### config.mk
export PLATFORM = sky130hd
export DESIGN_NAME = dhpq_ctrl
export DESIGN_NICKNAME = d
export VERILOG_FILES = /design/src/design/dual_heap_priority_queue_assert.svh /design/src/design/dhpq_pkg.sv /design/src/design/dhpq_ctrl.sv
export SDC_FILE = /design/constraint.sdc
export NUM_CORES = 1
export LEC_CHECK = 0
export ABC_AREA = 1
export BUFFER_PORTS_ARGS = -buffer_cell sky130_fd_sc_hd__buf_2
export CAP_MARGIN = 10
export CORE_ASPECT_RATIO = 1.4
export CORE_UTILIZATION = 38
export CTS_BUF_LIST = sky130_fd_sc_hd__clkbuf_16
export CTS_CLUSTER_SIZE = 10
export DETAILED_ROUTE_END_ITERATION = 8
export PLACE_DENSITY_LB_ADDON = 0.05
export SLEW_MARGIN = 30
export SYNTH_ARGS = -nofsm -noshare
export SYNTH_HDL_FRONTEND = slang
export SYNTH_SLANG_ARGS = --single-unit
### constraint.sdc
create_clock -name clk -period 2.6 [get_ports clk]
set_clock_uncertainty 0.2 [all_clocks]
set_input_delay 0 -clock clk [delete_from_list [all_inputs] [get_ports clk]]
set_output_delay 0 -clock clk [all_outputs]
set_load 0.05 [all_outputs]
### src/design/dual_heap_priority_queue_assert.svh
// assertion macros for the dual heap priority queue
// used by the top level; expects signals clk and rst in scope
`ifndef DUAL_HEAP_PRIORITY_QUEUE_ASSERT_SVH
`define DUAL_HEAP_PRIORITY_QUEUE_ASSERT_SVH
`ifndef SYNTHESIS
`define DHPQ_ASSERT_IMP(lbl, a, b) \
  lbl: assert property (@(posedge clk) disable iff (rst) (a) |-> (b)) \
    else $error("dhpq assertion failed");
`define DHPQ_ASSERT_NXT(lbl, a, b) \
  lbl: assert property (@(posedge clk) disable iff (rst) (a) |=> (b)) \
    else $error("dhpq assertion failed");
`else
`define DHPQ_ASSERT_IMP(lbl, a, b)
`define DHPQ_ASSERT_NXT(lbl, a, b)
`endif
`endif

### src/design/dhpq_pkg.sv
// shared types and codes for the dual heap priority queue
// no dependencies
`timescale 1ns / 1ps
`default_nettype none
package dhpq_pkg;

  typedef struct packed {
    logic [1:0]  func;
    logic [31:0] tag;
    logic [15:0] priority_req;
  } req_t;

  typedef struct packed {
    logic [1:0]  status;
    logic [31:0] max_tag;
    logic [15:0] max_priority;
    logic        max_valid;
    logic [31:0] min_tag;
    logic [15:0] min_priority;
    logic        min_valid;
    logic        is_full;
    logic        is_empty;
  } rsp_t;

  localparam logic [1:0] FUNC_INSERT  = 2'd0;
  localparam logic [1:0] FUNC_UPDATE  = 2'd1;
  localparam logic [1:0] FUNC_REM_MAX = 2'd2;
  localparam logic [1:0] FUNC_REM_MIN = 2'd3;

  localparam logic [1:0] STATUS_DONE      = 2'd0;
  localparam logic [1:0] STATUS_FULL      = 2'd1;
  localparam logic [1:0] STATUS_NOT_FOUND = 2'd2;

  localparam logic [3:0] OP_IDLE      = 4'd0;
  localparam logic [3:0] OP_LOAD      = 4'd1;
  localparam logic [3:0] OP_SCAN_ST   = 4'd2;
  localparam logic [3:0] OP_SCAN      = 4'd3;
  localparam logic [3:0] OP_SET_PRIO  = 4'd4;
  localparam logic [3:0] OP_DROP      = 4'd5;
  localparam logic [3:0] OP_RD_LAST   = 4'd6;
  localparam logic [3:0] OP_TAKE_LAST = 4'd7;
  localparam logic [3:0] OP_UP_RD     = 4'd8;
  localparam logic [3:0] OP_UP_CMP    = 4'd9;
  localparam logic [3:0] OP_DN_L      = 4'd10;
  localparam logic [3:0] OP_DN_R      = 4'd11;
  localparam logic [3:0] OP_DN_CMP    = 4'd12;
  localparam logic [3:0] OP_WR_CUR    = 4'd13;

  typedef struct packed {
    logic [3:0]  op;
    logic [31:0] tag;
    logic [15:0] prio;
  } hcmd_t;

  typedef struct packed {
    logic full;
    logic found;
    logic miss;
    logic pos_zero;
    logic pos_last;
    logic up_move;
    logic moved;
    logic has_left;
    logic dn_move;
  } hstat_t;

endpackage
`default_nettype wire

### src/design/dhpq_ctrl.sv
// controller state machine: sequences search, load and sift steps per heap
// depends on dhpq_pkg
`timescale 1ns / 1ps
`default_nettype none
module dhpq_ctrl import dhpq_pkg::*; (
  input  wire logic   clk,
  input  wire logic   rst,
  input  wire logic   start,
  input  wire req_t   req,
  output logic        busy,
  output logic        done,
  output logic [1:0]  status,
  output hcmd_t       cmd_min,
  output hcmd_t       cmd_max,
  input  wire hstat_t st_min,
  input  wire hstat_t st_max
);

  localparam logic [4:0] S_IDLE   = 5'd0;
  localparam logic [4:0] S_PICK   = 5'd1;
  localparam logic [4:0] S_LOAD   = 5'd2;
  localparam logic [4:0] S_SCANST = 5'd3;
  localparam logic [4:0] S_SCAN   = 5'd4;
  localparam logic [4:0] S_FOUND  = 5'd5;
  localparam logic [4:0] S_SETP   = 5'd6;
  localparam logic [4:0] S_DROP   = 5'd7;
  localparam logic [4:0] S_RDLAST = 5'd8;
  localparam logic [4:0] S_TAKE   = 5'd9;
  localparam logic [4:0] S_UPRD   = 5'd10;
  localparam logic [4:0] S_UPCMP  = 5'd11;
  localparam logic [4:0] S_DNL    = 5'd12;
  localparam logic [4:0] S_DNR    = 5'd13;
  localparam logic [4:0] S_DNCMP  = 5'd14;
  localparam logic [4:0] S_WR     = 5'd15;
  localparam logic [4:0] S_FIN    = 5'd16;
  localparam logic [4:0] S_DONE   = 5'd17;

  logic [4:0]  state;
  logic [4:0]  state_next;
  logic [1:0]  func;
  logic [31:0] tag;
  logic [15:0] prio;
  logic        sel;
  logic        hit;
  logic [3:0]  op;
  hstat_t      hs;
  hcmd_t       c;

  assign hs = sel ? st_max : st_min;

  always_comb begin
    state_next = state;
    op         = OP_IDLE;
    case (state)
      S_IDLE: begin
        if (start) begin
          if ((req.func == FUNC_INSERT) && (st_min.full || st_max.full)) begin
            state_next = S_DONE;
          end else begin
            state_next = S_PICK;
          end
        end
      end
      S_PICK: begin
        state_next = (func == FUNC_INSERT) ? S_LOAD : S_SCANST;
      end
      S_LOAD: begin
        op         = OP_LOAD;
        state_next = S_UPRD;
      end
      S_SCANST: begin
        op         = OP_SCAN_ST;
        state_next = S_SCAN;
      end
      S_SCAN: begin
        op = OP_SCAN;
        if (hs.found) begin
          state_next = S_FOUND;
        end else if (hs.miss) begin
          state_next = S_FIN;
        end
      end
      S_FOUND: begin
        if (func == FUNC_UPDATE) begin
          state_next = S_SETP;
        end else if (hs.pos_last) begin
          state_next = S_DROP;
        end else begin
          state_next = S_RDLAST;
        end
      end
      S_SETP: begin
        op         = OP_SET_PRIO;
        state_next = S_UPRD;
      end
      S_DROP: begin
        op         = OP_DROP;
        state_next = S_FIN;
      end
      S_RDLAST: begin
        op         = OP_RD_LAST;
        state_next = S_TAKE;
      end
      S_TAKE: begin
        op         = OP_TAKE_LAST;
        state_next = S_UPRD;
      end
      S_UPRD: begin
        op = OP_UP_RD;
        if (!hs.pos_zero) begin
          state_next = S_UPCMP;
        end else if (hs.moved) begin
          state_next = S_WR;
        end else begin
          state_next = S_DNL;
        end
      end
      S_UPCMP: begin
        op = OP_UP_CMP;
        if (hs.up_move) begin
          state_next = S_UPRD;
        end else if (hs.moved) begin
          state_next = S_WR;
        end else begin
          state_next = S_DNL;
        end
      end
      S_DNL: begin
        op         = OP_DN_L;
        state_next = hs.has_left ? S_DNR : S_WR;
      end
      S_DNR: begin
        op         = OP_DN_R;
        state_next = S_DNCMP;
      end
      S_DNCMP: begin
        op         = OP_DN_CMP;
        state_next = hs.dn_move ? S_DNL : S_WR;
      end
      S_WR: begin
        op         = OP_WR_CUR;
        state_next = S_FIN;
      end
      S_FIN: begin
        if (((func == FUNC_INSERT) || (func == FUNC_UPDATE)) && !sel) begin
          state_next = S_PICK;
        end else begin
          state_next = S_DONE;
        end
      end
      S_DONE: begin
        state_next = S_IDLE;
      end
      default: begin
        state_next = S_IDLE;
      end
    endcase
  end

  always_ff @(posedge clk) begin
    if (rst) begin
      state  <= S_IDLE;
      sel    <= 1'b0;
      hit    <= 1'b0;
      status <= STATUS_DONE;
      func   <= FUNC_INSERT;
    end else begin
      state <= state_next;
      case (state)
        S_IDLE: begin
          if (start) begin
            func   <= req.func;
            hit    <= 1'b0;
            sel    <= (req.func == FUNC_REM_MAX);
            status <= (state_next == S_DONE) ? STATUS_FULL : STATUS_DONE;
          end
        end
        S_FOUND: begin
          hit <= 1'b1;
        end
        S_FIN: begin
          if (state_next == S_PICK) begin
            sel <= 1'b1;
          end else if ((func != FUNC_INSERT) && !hit) begin
            status <= STATUS_NOT_FOUND;
          end
        end
        default: begin
          hit <= hit;
        end
      endcase
    end
  end

  always_ff @(posedge clk) begin
    if ((state == S_IDLE) && start) begin
      tag  <= req.tag;
      prio <= req.priority_req;
    end
  end

  always_comb begin
    c.op    = op;
    c.tag   = tag;
    c.prio  = prio;
    cmd_min = c;
    cmd_max = c;
    if (sel) begin
      cmd_min.op = OP_IDLE;
    end else begin
      cmd_max.op = OP_IDLE;
    end
  end

  assign busy = (state != S_IDLE);
  assign done = (state == S_DONE);

endmodule
`default_nettype wire

==> Word-level counts from Yosys, hierarchy flattened <==
Cells that the tools add are included.
{ "classes": {"mul": 0, "n_lt_le_gt_ge": 0, "add_sub_neg": 0, "reduce_logical": 21, "div_mod_pow": 0, "n_bitwise": 0, "eq_ne": 25, "n_shift": 0, "mux": 28} }
{ "op_table": {"columns": ["operator", "count"], "rows": [
  ["5-bit one-hot mux with 14 select lines", 1],
  ["4-bit one-hot mux with 13 select lines", 1],
  ["5-bit by 4-bit == test with 1-bit output, second input constant", 8],
  ["5-bit two-way mux", 6],
  ["5-bit by 3-bit == test with 1-bit output, second input constant", 4],
  ["4-bit two-way mux", 4],
  ["5-bit == test, second input constant", 3],
  ["2-bit two-way mux", 6],
  ["5-bit by 1-bit == test with 1-bit output, second input constant", 2],
  ["5-bit by 2-bit == test with 1-bit output, second input constant", 2],
  ["8-bit two-way mux", 1],
  ["2-bit != test, second input constant", 4],
  ["2-bit nonzero test", 3],
  ["5-bit logical NOT", 1],
  ["1-bit two-way mux", 5],
  ["5-bit nonzero test", 1],
  ["1-bit logical AND", 4],
  ["2-bit logical NOT", 2],
  ["1-bit one-hot mux with 2 select lines", 2],
  ["2-bit one-hot mux with 2 select lines", 1],
  ["2-bit AND reduction", 2],
  ["4-bit AND reduction", 1],
  ["3-bit two-way mux", 1],
  ["3-bit AND reduction", 1],
  ["other kinds (6)", 8]
]} }
{ "word_totals": {"reg_bits": 59, "romBits": 0, "latch_bits": 0, "out_inout_bits": 108, "mem_bits_rw": 0, "wordCells": 81, "n_memories": 0, "input_bits": 71} }

==> Logic depth before layout (Yosys ltp) <==
{ "depth": {"word_depth": 9, "ltp_mapped": 9, "depth_no_buf": 9} }

==> Least setup slack after synthesis <==
Ideal clock, no wire load.
{ "synth_timing": {"kind": "register to register", "from": "register state[2]", "to": "register sel", "period_less_slack_ns": 2.472, "stages_incl_launch_ff": 10, "arrival_time_ns": 2.148, "path_slack_ns": 0.128, "n_path_buf": 1, "cell_sequence": "dfxtp_1 -> buf_6 -> nor2_4 -> inv_1 -> nor2_4 -> nand2_4 -> inv_1 -> nand2_1 -> o211ai_1 -> a31oi_1"} }
{ "synth_via": {"elab_chain_len": 6} }
{ "synth_rtl": {"columns": ["item", "line_no", "source"], "rows": [
  ["from (decl)", "dhpq_ctrl.sv:38", "logic [4:0] state;"],
  ["from (signal assigned)", "dhpq_ctrl.sv:168", "state <= state_next;"],
  ["5-bit by 4-bit == test with 1-bit output (tied with other cells)", "dhpq_ctrl.sv:54", "case (state)"],
  ["3-bit OR reduction (no source line) (tied with other cells)", null, null],
  ["5-bit one-hot mux with 14 select lines", "dhpq_ctrl.sv:54", null],
  ["5-bit by 1-bit == test with 1-bit output", "dhpq_ctrl.sv:182", "if (state_next == S_PICK) begin"],
  ["2-bit != test (no source line)", null, null],
  ["3-bit AND reduction (no source line)", null, null],
  ["to (signal assigned)", "dhpq_ctrl.sv:174", "sel <= (req.func == FUNC_REM_MAX);"],
  ["to (decl)", "dhpq_ctrl.sv:43", "logic sel;"]
]} }
Parallel ways exist; a longest one is shown, timed or not.
A chain may end at the register's enable or synchronous reset.

==> Worst setup path after layout <==
{ "layout_timing": {"from": "register sel", "to": "register state[1]"} }
{ "layout_via": {"elab_chain_len": 4} }
{ "layout_rtl": {"columns": ["item", "line_no", "source"], "rows": [
  ["8-bit two-way mux *", "dhpq_ctrl.sv:49", "assign hs = sel ? st_max : st_min;"],
  ["2-bit two-way mux (tied with other cells)", "dhpq_ctrl.sv:112, dhpq_ctrl.sv:122", null],
  ["5-bit two-way mux (tied with other cells)", "dhpq_ctrl.sv:120", "if (hs.up_move) begin"],
  ["5-bit one-hot mux with 14 select lines *", "dhpq_ctrl.sv:54", null]
]} }
Every way passes the cells marked *; elsewhere a longest branch is shown, timed or not.

==> results.py <==
metrics = {
    "run_status": {
        "status": "complete, but fails checks",
        "violations": "negative hold slack",
    },
    "setup_path": {
        "worstSetupStartpointType": "register",
        "worstSetupEndpointType": "register",
        "required_ns": 2.60,
        "worstPathArrival_ns": 2.44,
        "crit_fanout": 12,
        "critical_path_class": "reg -> reg",
    },
    "die": {
        "initial_core_util_pct": 39.44,
        "chipWidth_um": 74.18,
        "die_y_um": 103.0,
        "io_pins": 179,
        "dieArea_mm2": 0.007643,
        "coreArea_mm2": 0.007027,
        "rows": 36,
    },
    "global_routing": {
        "grt_use_total_pct": 18.38,
        "grt_overflow_total": 0,
        "grt_pass1_vias": 2248,
        "antenna_found_initial": 0,
        "grt_max_degree": 51,
        "grt_pass1_wl_um": 10320,
    },
    "sta": {
        "max_clock_freq_mhz": 409.4,
        "worst_hold_slack_ns": -0.004868,
        "hold_viol_final": 1,
        "slew_headroom_pct": 67.09,
        "drv_slew": 0,
        "finalSetupTns_ns": 0,
        "max_slew.worst_pin.slew_ns": 0.4884,
        "fin_crit_sh_pct": 93.94,
        "min_period_ns": 2.443,
        "rsz0062_at_grt": "false",
        "finalSetupViolCount": 0,
    },
    "clock_network": {
        "clock_latency_ns": 0.31,
        "clockBufferDepth": 2,
        "clockRootBuffer": "clkbuf_16",
        "cts_buffers": 9,
        "cts.clk_slew.worst_paths_ns": 0.05,
        "clock_sinks": 59,
        "h-tree-depth": 3,
        "postCtsSetupBuffers": 0,
        "cts_tree": "built",
    },
    "synthesis": {
        "synth_top_area_share_pct": 52.01,
        "synth_area_leaders": "edfxtp_1 (52%), buf_4 (14%), dfxtp_1 (7.9%), nand2_1 (4.9%), nor2_1 (4.3%)",
        "synthTopCellsByCount": "buf_4 (50), edfxtp_1 (48), nand2_1 (36)",
        "synth-edff-count": 48,
        "yosysSeqAreaShare_pct": 59.95,
        "synth_cell_types": 30,
        "synth_fp_nets": 334,
        "yosysTopAreaCell": "edfxtp_1",
        "post-synth-top-count-cell": "buf_4",
        "syn_inst": 263,
        "synth_area_per_cell_um2": 10.54,
        "synth-seq-cells": 59,
        "syn_area_mm2": 0.002771,
        "yosys_warnings": 0,
        "synthFlopType": "edfxtp_1",
        "async_flop_share_pct": 0,
    },
    "layout": {
        "drive_above_1_share_pct": 44.80,
        "n_fill_cell": 594,
        "synthToLayoutAreaGrowth_pct": 57.88,
        "layout.nets": 537,
        "num_antenna_cells": 0,
    },
    "route": {
        "drt_wl_total_um": 7160,
        "ant_nets": 0,
        "wl_per_cell_um": 12.65,
        "drt-pass1-iter-count": 4,
        "vias": 2491,
        "drt_first_iter_violations": 132,
        "drc": 0,
        "vias_per_cell": 4.401,
    },
    "placement": {
        "place_congestion": 0.9290,
        "dpl.hpwl_um": 5127,
        "portBuffers": 178,
    },
    "power": {
        "p_leak_nw": 2.048,
        "finalPower_mw": 6.171,
        "p_per_area_mw_per_mm2": 1410,
        "ir_drop_mv": 0.7033,
    },
    "hold_path": {
        "hold_class": "in -> reg",
    },
    "flow_run": {
        "cap_violations": 0,
    },
}
[layout make-up]
cell class,instances,area [um2],share of cell area [%]
well taps,95,118.9,2.717
flip-flops and latches,59,1663,38.00
clock inverters,7,85.08,1.945
repair buffers,245,1569,35.86
clock buffers,9,225.2,5.147
inverters,21,78.83,1.802
multi-input cells,130,635.6,14.53
[repair_timing]
action | CTS | global route
gates resized for setup | 0 | 1
hold buffers | 65 | 0
endpoints found under the setup margin | 0 | 2
endpoints found under the hold margin | 59 | 0
[critical path, stage by stage, from the launching register on]
cell,delay [ns]
dfxtp_2,0.40
inv_2,0.13
nand2_1,0.10
nand2_1,0.05
dlygate4sd3_1,0.54
o21ai_0,0.13
dlygate4sd3_1,0.56
nand3_1,0.06
nor2_1,0.11
nor2_1,0.04
[layer usage]
| metal | part of all wire (%) | GRT usage, % | vias up | wire length (um) |
|---|---|---|---|---|
| met5 | 0 | 0 | - | 0 |
| met4 | 2.0 | 7.544 | 0 | 141 |
| met3 | 5.7 | 5.083 | 14 | 411 |
| met2 | 58 | 35.94 | 114 | 4155 |
| met1 | 34 | 17.43 | 1123 | 2451 |
| li1 | - | - | 1240 | - |
[cells by family (layout without fill, tap and decap cells)]
| family | Yosys count | after routing | synth area share [%] |
|---|---|---|---|
| DFF | 59 | 59 | 59.95 |
| buffers and inverters | 74 | 282 | 17.11 |
| AOI/OAI and AO/OA | 29 | 29 | 5.824 |
| and+or+nand+nor | 101 | 101 | 17.11 |
[layout by cell type (no fill, tap or decap), types with 8 or more instances in the layout]
cell,instances
dlygate4sd3_1,65
o21ai_0,12
buf_2,178
clkbuf_16,9
nor2_1,32
nand2_1,36
edfxtp_1,48
inv_1,20
a21oi_1,8
nand3_1,9
dfxtp_1,10
[final timing paths]
path | from | endpoint | slack, ns | cells after the start
setup / recovery | sel$_SDFFE_PP0P_ | state[1]$_SDFF_PP0_ | 0.16 | 9
hold / removal | st_min[7] | state[4]$_SDFF_PP0_ | -0.005 | 4
setup reg to reg | sel$_SDFFE_PP0P_ | state[1]$_SDFF_PP0_ | 0.16 | 9
hold reg to reg | status[1]$_SDFFE_PP0P_ | status[1]$_SDFFE_PP0P_ | 0.25 | 2
[report_power, final]
| part | switching [mW] | internal (mW) |
|---|---|---|
| Clock | 0.370 | 0.826 |
| Sequential | 0.192 | 1.43 |
| Combinational | 2.65 | 0.697 |
[per-stage QoR]
| step | cell area [um2] | util [%] | std cells | hold slack (ns) | worst slack (ns) |
|---|---|---|---|---|---|
| 2_1_floorplan | 2771 | - | 263 | -0.1011 | 0.1279 |
| 3_3_place_gp | 3413 | 48.58 | 485 | -0.02296 | 0.7771 |
| 3_5_place_dp | 3413 | 48.58 | 485 | -0.02173 | 0.7126 |
| 4_1_cts | 4374 | 62.25 | 566 | 0.002493 | 0.03976 |
| 5_1_grt | 4375 | 62.27 | 566 | 0.04475 | 0.01550 |
| 6_report | 4375 | 62.27 | 566 | -0.004868 | 0.1575 |
[state kept, by name, indices dropped and copies added, names as in the netlist]
signal / flops
tag: 32
prio: 16
state: 5
func: 2
status: 2
hit: 1
sel: 1
Note: power is estimated with default switching activity, not from simulation.
